--- src/rtl/assert_macros.svh ---
// Assertion macros for the RTL of the HID report decoder.
// Standalone header; included by files that carry concurrent assertions.
`ifndef ASSERT_MACROS_SVH
`define ASSERT_MACROS_SVH

// Condition must never be true at a clock edge outside reset
`define ASSERT_NEVER(label, clk, rst_n, cond) \
    label: assert property (@(posedge clk) disable iff (!rst_n) !(cond)) \
        else $error("assertion failed: forbidden condition seen");

// Antecedent at one edge implies consequent at the next edge
`define ASSERT_NEXT(label, clk, rst_n, ante, cons) \
    label: assert property (@(posedge clk) disable iff (!rst_n) (ante) |=> (cons)) \
        else $error("assertion failed: next-cycle implication broken");

`endif

--- src/rtl/hidrd_pkg.sv ---
// Package for the HID input report decoder: constants, types, lookup functions.
// No dependencies; used by the front, queue, back and core RTL files of the block.
package hidrd_pkg;

    // Report kinds held in the kind register
    localparam logic [1:0] KIND_BITMASK  = 2'd0;
    localparam logic [1:0] KIND_KEYBOARD = 2'd1;
    localparam logic [1:0] KIND_CONSUMER = 2'd2;

    // Configuration register indexes
    localparam logic CFG_REPORT_KIND     = 1'b0;
    localparam logic CFG_ID_BYTE_PRESENT = 1'b1;

    // Button codes
    localparam logic [2:0] BTN_VOL_UP     = 3'd0;
    localparam logic [2:0] BTN_VOL_DOWN   = 3'd1;
    localparam logic [2:0] BTN_MUTE       = 3'd2;
    localparam logic [2:0] BTN_MIC_MUTE   = 3'd3;
    localparam logic [2:0] BTN_NEXT       = 3'd4;
    localparam logic [2:0] BTN_PREV       = 3'd5;
    localparam logic [2:0] BTN_STOP       = 3'd6;
    localparam logic [2:0] BTN_PLAY_PAUSE = 3'd7;

    // Boot keyboard keycodes
    localparam logic [7:0] KEY_SPACE = 8'h2C;
    localparam logic [7:0] KEY_RIGHT = 8'h4F;
    localparam logic [7:0] KEY_LEFT  = 8'h50;

    // Consumer usages
    localparam logic [15:0] USAGE_NEXT       = 16'h00B5;
    localparam logic [15:0] USAGE_PREV       = 16'h00B6;
    localparam logic [15:0] USAGE_STOP       = 16'h00B7;
    localparam logic [15:0] USAGE_PLAY_PAUSE = 16'h00CD;
    localparam logic [15:0] USAGE_MUTE       = 16'h00E2;
    localparam logic [15:0] USAGE_VOL_UP     = 16'h00E9;
    localparam logic [15:0] USAGE_VOL_DOWN   = 16'h00EA;

    localparam int NSLOTS     = 6;
    localparam int QDEPTH     = 2;
    localparam int MIN_KB_LEN = 8;

    typedef struct packed {
        logic       hit;
        logic [2:0] button;
    } map_t;

    // One decoded report: a slot mask and a button per slot, fired in slot order
    typedef struct packed {
        logic [NSLOTS-1:0]      mask;
        logic [NSLOTS-1:0][2:0] button;
    } qentry_t;

    typedef struct packed {
        logic    valid;
        qentry_t entry;
    } qpush_t;

    typedef struct packed {
        logic full;
        logic empty;
    } qstat_t;

    function automatic map_t kb_map(input logic [7:0] code);
        map_t m;
        m = '0;
        unique case (code)
            KEY_SPACE: m = '{hit: 1'b1, button: BTN_PLAY_PAUSE};
            KEY_RIGHT: m = '{hit: 1'b1, button: BTN_NEXT};
            KEY_LEFT:  m = '{hit: 1'b1, button: BTN_PREV};
            default:   m = '0;
        endcase
        return m;
    endfunction

    function automatic map_t consumer_map(input logic [15:0] usage);
        map_t m;
        m = '0;
        unique case (usage)
            USAGE_NEXT:       m = '{hit: 1'b1, button: BTN_NEXT};
            USAGE_PREV:       m = '{hit: 1'b1, button: BTN_PREV};
            USAGE_STOP:       m = '{hit: 1'b1, button: BTN_STOP};
            USAGE_PLAY_PAUSE: m = '{hit: 1'b1, button: BTN_PLAY_PAUSE};
            USAGE_MUTE:       m = '{hit: 1'b1, button: BTN_MUTE};
            USAGE_VOL_UP:     m = '{hit: 1'b1, button: BTN_VOL_UP};
            USAGE_VOL_DOWN:   m = '{hit: 1'b1, button: BTN_VOL_DOWN};
            default:          m = '0;
        endcase
        return m;
    endfunction

endpackage

--- src/rtl/hidrd_report_if.sv ---
// Input channel of the HID report decoder: one report item per handshake.
// Stand-alone interface; no package needed.
interface hidrd_report_if;
    logic       valid;
    logic       ready;
    logic [6:0] report_length;
    logic [7:0] report_byte_0;
    logic [7:0] report_byte_1;
    logic [7:0] report_byte_2;
    logic [7:0] report_byte_3;
    logic [7:0] report_byte_4;
    logic [7:0] report_byte_5;
    logic [7:0] report_byte_6;
    logic [7:0] report_byte_7;

    modport source (
        output valid, report_length, report_byte_0, report_byte_1, report_byte_2,
               report_byte_3, report_byte_4, report_byte_5, report_byte_6, report_byte_7,
        input  ready
    );
    modport sink (
        input  valid, report_length, report_byte_0, report_byte_1, report_byte_2,
               report_byte_3, report_byte_4, report_byte_5, report_byte_6, report_byte_7,
        output ready
    );
endinterface

--- src/rtl/hidrd_press_if.sv ---
// Output channel of the HID report decoder: one press item per handshake.
// Stand-alone interface; no package needed.
interface hidrd_press_if;
    logic       valid;
    logic       ready;
    logic [2:0] button;
    logic       last_of_report;

    modport source (output valid, button, last_of_report, input ready);
    modport sink   (input valid, button, last_of_report, output ready);
endinterface

--- src/rtl/hidrd_front.sv ---
// Front end: config registers, held-key store and per-report classification.
// Depends on hidrd_pkg and hidrd_report_if.
module hidrd_front (
    input  logic                 clk,
    input  logic                 rst_n,
    hidrd_report_if.sink         report,
    input  logic                 cfg_wr_en,
    input  logic                 cfg_index,
    input  logic [1:0]           cfg_wr_data,
    input  hidrd_pkg::qstat_t    qstat,
    output hidrd_pkg::qpush_t    qpush
);
    import hidrd_pkg::*;

    logic [1:0]              kind_reg;
    logic                    id_present_reg;
    logic [NSLOTS-1:0][7:0]  held_reg;
    logic [NSLOTS-1:0][7:0]  held_next;

    logic [7:0][7:0]         b;
    logic                    accept;
    logic                    len_zero;
    logic                    kb_long;
    logic                    cons_has_usage;
    logic                    cons_two;
    logic [15:0]             usage;
    map_t                    cons_hit;
    map_t [NSLOTS-1:0]       kb_hit;
    logic [NSLOTS-1:0]       kb_held;
    qentry_t                 entry;

    assign b = {report.report_byte_7, report.report_byte_6, report.report_byte_5,
                report.report_byte_4, report.report_byte_3, report.report_byte_2,
                report.report_byte_1, report.report_byte_0};

    assign report.ready = !qstat.full;
    assign accept       = report.valid && report.ready;
    assign len_zero     = (report.report_length == 7'd0);
    assign kb_long      = (report.report_length >= 7'(MIN_KB_LEN));

    // Consumer usage: skip optional ID, read one or two bytes
    assign cons_has_usage = (report.report_length > {6'd0, id_present_reg});
    assign cons_two       = id_present_reg ? (report.report_length >= 7'd3)
                                           : (report.report_length >= 7'd2);
    always_comb
    begin
        if (id_present_reg)
            usage = cons_two ? {b[2], b[1]} : {8'h00, b[1]};
        else
            usage = cons_two ? {b[1], b[0]} : {8'h00, b[0]};
    end
    assign cons_hit = consumer_map(usage);

    // Keyboard slots: new non-trivial code found in the key table
    always_comb
    begin
        for (int i = 0; i < NSLOTS; i++)
        begin
            kb_held[i] = 1'b0;
            for (int j = 0; j < NSLOTS; j++)
                kb_held[i] = kb_held[i] | (held_reg[j] == b[i+2]);
            kb_hit[i] = kb_map(b[i+2]);
        end
    end

    // Slot mask and buttons by mode
    always_comb
    begin
        entry = '0;
        if (!len_zero)
        begin
            unique case (kind_reg)
                KIND_KEYBOARD:
                begin
                    for (int i = 0; i < NSLOTS; i++)
                    begin
                        entry.mask[i]   = kb_long && (b[i+2] > 8'd1) && !kb_held[i]
                                          && kb_hit[i].hit;
                        entry.button[i] = kb_hit[i].button;
                    end
                end
                KIND_CONSUMER:
                begin
                    entry.mask[0]   = cons_has_usage && cons_hit.hit;
                    entry.button[0] = cons_hit.button;
                end
                default:
                begin
                    for (int i = 0; i < 4; i++)
                    begin
                        entry.mask[i]   = b[0][i];
                        entry.button[i] = 3'(i);
                    end
                end
            endcase
        end
    end

    assign qpush.valid = accept && (entry.mask != '0);
    assign qpush.entry = entry;

    // Held-key store replaced by every accepted long keyboard report
    always_comb
    begin
        held_next = held_reg;
        if (accept && (kind_reg == KIND_KEYBOARD) && kb_long)
            for (int j = 0; j < NSLOTS; j++)
                held_next[j] = b[j+2];
    end

    always_ff @(posedge clk or negedge rst_n)
    begin
        if (!rst_n)
        begin
            kind_reg       <= KIND_BITMASK;
            id_present_reg <= 1'b0;
            held_reg       <= '0;
        end
        else
        begin
            held_reg <= held_next;
            if (cfg_wr_en)
            begin
                unique case (cfg_index)
                    CFG_REPORT_KIND:     kind_reg       <= cfg_wr_data;
                    CFG_ID_BYTE_PRESENT: id_present_reg <= cfg_wr_data[0];
                    default:             kind_reg       <= kind_reg;
                endcase
            end
        end
    end

endmodule

--- src/rtl/hidrd_queue.sv ---
// Short queue of decoded reports between the front and back ends.
// Depends on hidrd_pkg.
module hidrd_queue (
    input  logic                 clk,
    input  logic                 rst_n,
    input  hidrd_pkg::qpush_t    qpush,
    input  logic                 pop,
    output hidrd_pkg::qentry_t   head,
    output hidrd_pkg::qstat_t    qstat
);
    import hidrd_pkg::*;

    localparam int PW = $clog2(QDEPTH);

    qentry_t [QDEPTH-1:0] entries_reg;
    logic [PW-1:0]        wr_ptr_reg;
    logic [PW-1:0]        rd_ptr_reg;
    logic [PW:0]          count_reg;
    logic [PW:0]          count_next;
    logic                 do_push;
    logic                 do_pop;

    assign qstat.full  = (count_reg == (PW+1)'(QDEPTH));
    assign qstat.empty = (count_reg == '0);
    assign do_push     = qpush.valid && !qstat.full;
    assign do_pop      = pop && !qstat.empty;
    assign head        = entries_reg[rd_ptr_reg];

    always_comb
    begin
        count_next = count_reg;
        if (do_push && !do_pop)
            count_next = count_reg + 1'b1;
        else if (do_pop && !do_push)
            count_next = count_reg - 1'b1;
    end

    // Payload storage
    always_ff @(posedge clk)
    begin
        if (do_push)
            entries_reg[wr_ptr_reg] <= qpush.entry;
    end

    // Pointers and fill count
    always_ff @(posedge clk or negedge rst_n)
    begin
        if (!rst_n)
        begin
            wr_ptr_reg <= '0;
            rd_ptr_reg <= '0;
            count_reg  <= '0;
        end
        else
        begin
            count_reg <= count_next;
            if (do_push)
                wr_ptr_reg <= (wr_ptr_reg == PW'(QDEPTH-1)) ? '0 : wr_ptr_reg + 1'b1;
            if (do_pop)
                rd_ptr_reg <= (rd_ptr_reg == PW'(QDEPTH-1)) ? '0 : rd_ptr_reg + 1'b1;
        end
    end

endmodule

--- src/rtl/hidrd_back.sv ---
// Back end: walks the slot mask of the head report, one press item per cycle while the receiver is ready.
// Depends on hidrd_pkg and hidrd_press_if.
module hidrd_back (
    input  logic                 clk,
    input  logic                 rst_n,
    input  hidrd_pkg::qentry_t   head,
    input  hidrd_pkg::qstat_t    qstat,
    output logic                 pop,
    hidrd_press_if.source        press
);
    import hidrd_pkg::*;

    logic [NSLOTS-1:0] done_reg;
    logic [NSLOTS-1:0] done_next;
    logic              valid_reg;
    logic              valid_next;
    logic [2:0]        button_reg;
    logic              last_reg;

    logic [NSLOTS-1:0] remaining;
    logic [NSLOTS-1:0] pick;
    logic [2:0]        sel;
    logic              last;
    logic              advance;

    // Lowest pending slot
    assign remaining = head.mask & ~done_reg;
    assign pick      = remaining & (~remaining + 1'b1);
    assign last      = ((remaining & ~pick) == '0);
    assign advance   = !qstat.empty && (!valid_reg || press.ready);
    assign pop       = advance && last;

    always_comb
    begin
        sel = '0;
        for (int i = 0; i < NSLOTS; i++)
            if (pick[i])
                sel = 3'(i);
    end

    always_comb
    begin
        done_next  = done_reg;
        valid_next = valid_reg;
        if (advance)
        begin
            valid_next = 1'b1;
            done_next  = last ? '0 : (done_reg | pick);
        end
        else if (press.ready)
            valid_next = 1'b0;
    end

    // Output register payload
    always_ff @(posedge clk)
    begin
        if (advance)
        begin
            button_reg <= head.button[sel];
            last_reg   <= last;
        end
    end

    always_ff @(posedge clk or negedge rst_n)
    begin
        if (!rst_n)
        begin
            done_reg  <= '0;
            valid_reg <= 1'b0;
        end
        else
        begin
            done_reg  <= done_next;
            valid_reg <= valid_next;
        end
    end

    assign press.valid          = valid_reg;
    assign press.button         = button_reg;
    assign press.last_of_report = last_reg;

endmodule

--- src/rtl/hid_input_report_decoder_core.sv ---
// HID input report decoder: report channel in, press channel out.
// The report channel carries a length and the first eight bytes of one HID
// input report; the press channel carries one button item per decoded press,
// with last_of_report set on the final press of that report.
// Configuration writes (cfg_wr_en, cfg_index, cfg_wr_data) set the report
// kind (index 0) and whether consumer reports carry an ID byte (index 1);
// write them only while the block is idle.
// Flow: an accepted report is written into the queue, and the back end then
// moves its first press into the output register. Presses leave one per
// cycle while the receiver is ready, from the single serialising back end.
// Reports are taken every cycle while the two-entry queue between front and
// back has room; reports that cause no press never enter the queue.
// Reset clears the configuration to bitmask mode without ID byte, empties the
// queue and output register, and clears the held-key store to all zero.
// When the receiver stalls, the press item holds; the queue then fills and
// report ready drops until space frees.
// Depends on hidrd_pkg, both channel interfaces, hidrd_front, hidrd_queue,
// hidrd_back and assert_macros.svh.
`include "assert_macros.svh"

module hid_input_report_decoder_core (
    input  logic          clk,
    input  logic          rst_n,
    hidrd_report_if.sink  report,
    hidrd_press_if.source press,
    input  logic          cfg_wr_en,
    input  logic          cfg_index,
    input  logic [1:0]    cfg_wr_data
);
    import hidrd_pkg::*;

    qpush_t  qpush;
    qstat_t  qstat;
    qentry_t head;
    logic    pop;

    hidrd_front u_front (
        .clk         (clk),
        .rst_n       (rst_n),
        .report      (report),
        .cfg_wr_en   (cfg_wr_en),
        .cfg_index   (cfg_index),
        .cfg_wr_data (cfg_wr_data),
        .qstat       (qstat),
        .qpush       (qpush)
    );

    hidrd_queue u_queue (
        .clk   (clk),
        .rst_n (rst_n),
        .qpush (qpush),
        .pop   (pop),
        .head  (head),
        .qstat (qstat)
    );

    hidrd_back u_back (
        .clk   (clk),
        .rst_n (rst_n),
        .head  (head),
        .qstat (qstat),
        .pop   (pop),
        .press (press)
    );

    // Front never writes a full queue, back never pops an empty one
    `ASSERT_NEVER(a_push_when_full, clk, rst_n, qpush.valid && qstat.full)
    `ASSERT_NEVER(a_pop_when_empty, clk, rst_n, pop && qstat.empty)
    // Queued entries always hold at least one press
    `ASSERT_NEVER(a_empty_mask, clk, rst_n, !qstat.empty && (head.mask == '0))
    // Nothing queued and nothing held: no press item next cycle
    `ASSERT_NEXT(a_no_spurious, clk, rst_n, qstat.empty && !press.valid, !press.valid)

endmodule

--- src/flat_wrapper.sv ---
// flat-port wrapper written by rule: the top's interface ports become plain ports
module hid_input_report_decoder_core_flat import hidrd_pkg::*;
  (clk, rst_n, cfg_wr_en, cfg_index, cfg_wr_data, report_valid, report_report_length, report_report_byte_0, report_report_byte_1, report_report_byte_2, report_report_byte_3, report_report_byte_4, report_report_byte_5, report_report_byte_6, report_report_byte_7, report_ready, press_valid, press_button, press_last_of_report, press_ready);
  hidrd_report_if report_i ();
  hidrd_press_if press_i ();
  input  logic clk;
  input  logic rst_n;
  input  logic cfg_wr_en;
  input  logic cfg_index;
  input  logic [1:0] cfg_wr_data;
  input wire logic [$bits(report_i.valid)-1:0] report_valid;
  input wire logic [$bits(report_i.report_length)-1:0] report_report_length;
  input wire logic [$bits(report_i.report_byte_0)-1:0] report_report_byte_0;
  input wire logic [$bits(report_i.report_byte_1)-1:0] report_report_byte_1;
  input wire logic [$bits(report_i.report_byte_2)-1:0] report_report_byte_2;
  input wire logic [$bits(report_i.report_byte_3)-1:0] report_report_byte_3;
  input wire logic [$bits(report_i.report_byte_4)-1:0] report_report_byte_4;
  input wire logic [$bits(report_i.report_byte_5)-1:0] report_report_byte_5;
  input wire logic [$bits(report_i.report_byte_6)-1:0] report_report_byte_6;
  input wire logic [$bits(report_i.report_byte_7)-1:0] report_report_byte_7;
  output wire logic [$bits(report_i.ready)-1:0] report_ready;
  output wire logic [$bits(press_i.valid)-1:0] press_valid;
  output wire logic [$bits(press_i.button)-1:0] press_button;
  output wire logic [$bits(press_i.last_of_report)-1:0] press_last_of_report;
  input wire logic [$bits(press_i.ready)-1:0] press_ready;
  assign report_i.valid = report_valid;
  assign report_i.report_length = report_report_length;
  assign report_i.report_byte_0 = report_report_byte_0;
  assign report_i.report_byte_1 = report_report_byte_1;
  assign report_i.report_byte_2 = report_report_byte_2;
  assign report_i.report_byte_3 = report_report_byte_3;
  assign report_i.report_byte_4 = report_report_byte_4;
  assign report_i.report_byte_5 = report_report_byte_5;
  assign report_i.report_byte_6 = report_report_byte_6;
  assign report_i.report_byte_7 = report_report_byte_7;
  assign report_ready = report_i.ready;
  assign press_valid = press_i.valid;
  assign press_button = press_i.button;
  assign press_last_of_report = press_i.last_of_report;
  assign press_i.ready = press_ready;
  hid_input_report_decoder_core u_core (.clk(clk), .rst_n(rst_n), .report(report_i), .press(press_i), .cfg_wr_en(cfg_wr_en), .cfg_index(cfg_index), .cfg_wr_data(cfg_wr_data));
endmodule
--- config.mk ---
export PLATFORM = sky130hd
export DESIGN_NAME = hid_input_report_decoder_core_flat
export DESIGN_NICKNAME = d
export VERILOG_FILES = /design/src/rtl/hidrd_pkg.sv /design/src/rtl/hidrd_report_if.sv /design/src/rtl/hidrd_press_if.sv /design/src/rtl/hidrd_front.sv /design/src/rtl/hidrd_queue.sv /design/src/rtl/hidrd_back.sv /design/src/rtl/hid_input_report_decoder_core.sv /design/src/flat_wrapper.sv
export VERILOG_INCLUDE_DIRS = /design/src /design/src/rtl
export SDC_FILE = /design/constraint.sdc
export NUM_CORES = 1
export LEC_CHECK = 0
export BUFFER_PORTS_ARGS = -buffer_cell sky130_fd_sc_hd__buf_2
export CAP_MARGIN = 15
export CORE_ASPECT_RATIO = 0.5
export CORE_MARGIN = 2
export CORE_UTILIZATION = 60
export CTS_BUF_LIST = sky130_fd_sc_hd__clkbuf_8
export CTS_CLUSTER_DIAMETER = 80
export DETAILED_ROUTE_END_ITERATION = 7
export MAX_ROUTING_LAYER = met4
export PLACE_DENSITY_LB_ADDON = 0.3
export SLEW_MARGIN = 20
export SYNTH_ARGS = -nofsm -noshare
export SYNTH_HDL_FRONTEND = slang
export SYNTH_SLANG_ARGS = --single-unit
--- constraint.sdc ---
create_clock -name clk -period 9.9 [get_ports clk]
set_input_delay 2.97 -clock clk [delete_from_list [all_inputs] [get_ports clk]]
set_output_delay 2.97 -clock clk [all_outputs]
set_load 0.01 [all_outputs]
==> impl_metrics.csv <==
group,metric,value,unit
power,vdd_drop_max,0.000170,V
drt,drc_errors,0,
cts,cts_tree,"yes",
synthesis,synth_enable_flop_cells,52,
place,place.gp.congestion,0.991,
grt,grt_max_degree,63,
floorplanning,dieArea,16200,um2
worst_setup_path,critPathLaunchType,"input port",
drt,drt_iter0_drc,857,
synthesis,synthMuxAreaShare,0.0952,
synthesis,synth_xor_area_frac,0.282,
synthesis,synthAdderAreaFrac,0.00660,
synthesis,synth_cell_types,74,
grt,grt_pass1_vias,6966,
power,seqPwrFrac,0.430,
synthesis,synth_area_per_cell,9.84,um2
drt,post_drt_via_cell_ratio,6.38,
outcome,status,"finished, final reports clean",
min_path,hold_path_end,"u_core.u_back.press.valid$_DFFE_PN0P_",
place,pre_cts_ws,3440,ps
worst_setup_path,crit_path_frequent_cell,"nor4bb_1",
power,p_int,1.56,mW
min_path,whs_path_depth,2,
finish,mostFrequentLayoutCell,"xor2_1",
finish,fin_nets,1003,
cts,clock_latency,460,ps
cts,postCtsHoldBufs,0,
floorplanning,ioPinCount,85,
finish,layout_common_cells,"xor2_1, xnor2_1, buf_2, dfrtp_1, mux2_2",
sta,final.setup.worst_slack,4270,ps
floorplanning,start_util,0.622,
synthesis,async_flop_share,0.544,
sta,fin_setup_tns,0,ps
synthesis,ys_seq_elements,114,
synthesis,synth_top_family_by_area,"XOR/XNOR gates",
finish,syn_to_final_growth,7.54,%
worst_setup_path,max_stage_delay,610,ps
cts,post_cts_buffers,0,
drt,wl_met3,2.63,mm
worst_setup_path,reg2reg_from,"u_core.u_front.kind_reg[0]$_DFFE_PN0P_",
place,place_hpwl,19.0,mm
min_path,hold_class,"reg -> reg",
synthesis,synth_flop_cell,"dfrtp_1",
finish,final_cell_area,9780,um2
power,power_density,287,nW/um2
synthesis,synthCells,925,
drt,finalWirelength,27.7,mm
worst_setup_path,required,9980,ps
worst_setup_path,worstPathCellList,"buf_2, nor4bb_1, nor4bb_1, a31oi_1, o21ai_0, a32oi_1, o211ai_4, o41a_4, nor2b_4",
worst_setup_path,crit_arrival,5710,ps
sta,worst_pin_slew,1040,ps
sta,finalHoldViolations,0,
power,pwr-share-comb,0.390,
power,p_leak,3.65,nW
grt,overflow,0,
cts,cts_root_buf,"clkbuf_8",
floorplanning,die_y,91.1,um
cts,path_clk_slew,70,ps
drt,wl_per_cell,24.5,um
floorplanning,placementRows,31,
synthesis,syn_area,9100,um2
power,p_clk_frac,0.180,
synthesis,synth.yosys.seq_area_share,0.342,
synthesis,ys_warn_count,0,
sta,timing.final.crit_share,0.568,
cts,cts_buffers,17,
finish,drive_above_1_share,0.210,
synthesis,yosys.area_share.simple,0.152,
cts,cts.path.max_buffers,2,
synthesis,syn-num-nets,1008,
worst_setup_path,r2r_slack,5980,ps
sta,slew_violations,0,
finish,antenna_cells,0,
cts,ctsHtreeMaxLevel,4,
grt,antenna_found_initial,0,
drt,vias,7213,
place,io_buffers,84,
worst_setup_path,critPathSlowestCell,"nor2b_4",
worst_setup_path,cp-end-kind,"flip-flop",
min_path,holdCritStartpoint,"u_core.u_back.press.valid$_DFFE_PN0P_",
worst_setup_path,crit_path_max_fanout,24,
worst_setup_path,rr_worst_depth,10,
sta,fin_skew,18.5,ps
drt,wl_met1,12.2,mm
sta,rsz0062_at_grt,"false",
grt,grt_usage,0.365,
floorplanning,fp.coreArea,14600,um2
sta,fin_crit,5630,ps
worst_setup_path,path_class,"in -> reg",
worst_setup_path,r2r_end,"u_core.u_queue.entries_reg[8]$_DFFE_PP_",
cts,cts_resized,0,
power,swShare,0.444,
place,place_area,9330,um2
power,p_sw,1.25,mW
sta,setup_violations,0,
floorplanning,die_w,178,um
drt,ant_nets,0,
drt,highest_layer,"met4",
sta,fmax,178,MHz
cts,cts_sinks,114,
synthesis,synth-compound-area-share,0.0681,
grt,grt_pass1_wl,42.0,mm
run,drv_cap,0,
drt,dr.pass1.iters,5,
drt,wl_met2,12.1,mm
sta,slew_headroom,0.310,
==> synth_stat cells (16+ instances only) <==
| cell type | number | area share |
|---|---|---|
| xor2_1 | 155 | 0.15 |
| xnor2_1 | 138 | 0.13 |
| clkbuf_1 | 74 | 0.031 |
| dfrtp_1 | 62 | 0.17 |
| mux2_2 | 53 | 0.066 |
| edfxtp_1 | 52 | 0.17 |
| nor2_1 | 47 | 0.019 |
| nor4_1 | 45 | 0.031 |
| nand4_1 | 40 | 0.028 |
| nand2_1 | 27 | 0.011 |
| buf_1 | 24 | 0.0099 |
| a21oi_1 | 19 | 0.010 |
| nor3_1 | 18 | 0.0099 |
| o21ai_0 | 16 | 0.0088 |
==> power by group through the flow <==
stage | registers (mW) | logic (mW) | clock network (mW)
floorplan | 0.737 | 1.20 | 0
global placement | 1.19 | 1.05 | 0
detailed placement | 1.19 | 1.09 | 0
CTS | 1.18 | 1.09 | 0.507
global route | 1.20 | 1.21 | 0.532
finish | 1.21 | 1.10 | 0.505
==> worst max path at each step <==
stage / from / to / slack (ps) / cells past startpoint
6_report: report_report_byte_5[2] / u_core.u_queue.entries_reg[8]$_DFFE_PP_ / 4270 / 9
5_1_grt: report_report_byte_5[2] / u_core.u_queue.entries_reg[8]$_DFFE_PP_ / 4070 / 9
4_1_cts: report_report_byte_5[2] / u_core.u_queue.entries_reg[8]$_DFFE_PP_ / 3920 / 9
3_5_place_dp: report_report_byte_5[2] / u_core.u_queue.entries_reg[16]$_DFFE_PP_ / 3440 / 9
3_3_place_gp: report_report_byte_5[2] / u_core.u_queue.entries_reg[16]$_DFFE_PP_ / 3610 / 9
2_1_floorplan: report_report_length[3] / u_core.u_queue.entries_reg[0]$_DFFE_PP_ / 3680 / 8
==> kinds of logic (layout without fill, tap and decap cells) <==
kind of cell,Yosys count,in the layout
AOI/OAI and AO/OA,85,85
xor gates and xnor gates,293,293
adders and majority gates,5,5
buffers and inverters,119,127
DFF,114,114
muxes,72,72
and+or+nand+nor,237,237
==> metal layers <==
layer | up-vias | global-route usage
li1 | 3223 | -
met1 | 3601 | 0.503
met2 | 325 | 0.528
met3 | 64 | 0.0892
met4 | 0 | 0.116
met5 | - | -
==> area by class of cell <==
class                   count  area [um2]
fillers                  1125        4840
clock inverters            15         206
multi-input cells         692        5510
flip-flops and latches    114        3110
clock buffers              17         234
repair buffers             86         435
well taps                 198         248
inverters                   9        33.8
==> stage by stage <==
| step | instances | hold WS (ps) | total power [mW] | utilization |
|---|---|---|---|---|
| floorplan | 925 | 455 | 1.93 | - |
| global placement | 1099 | 473 | 2.24 | 0.638 |
| detailed placement | 1099 | 484 | 2.27 | 0.638 |
| CTS | 1131 | 501 | 2.78 | 0.668 |
| global route | 1131 | 524 | 2.95 | 0.669 |
| finish | 1131 | 503 | 2.81 | 0.669 |
==> critical path, delay by kind of cell <==
family | cells | cell delay, ps
simple gates | 3 | 1420
compound gates | 5 | 1100
buf+inv | 1 | 210
No activity file was read; power rests on OpenSTA's default activity.
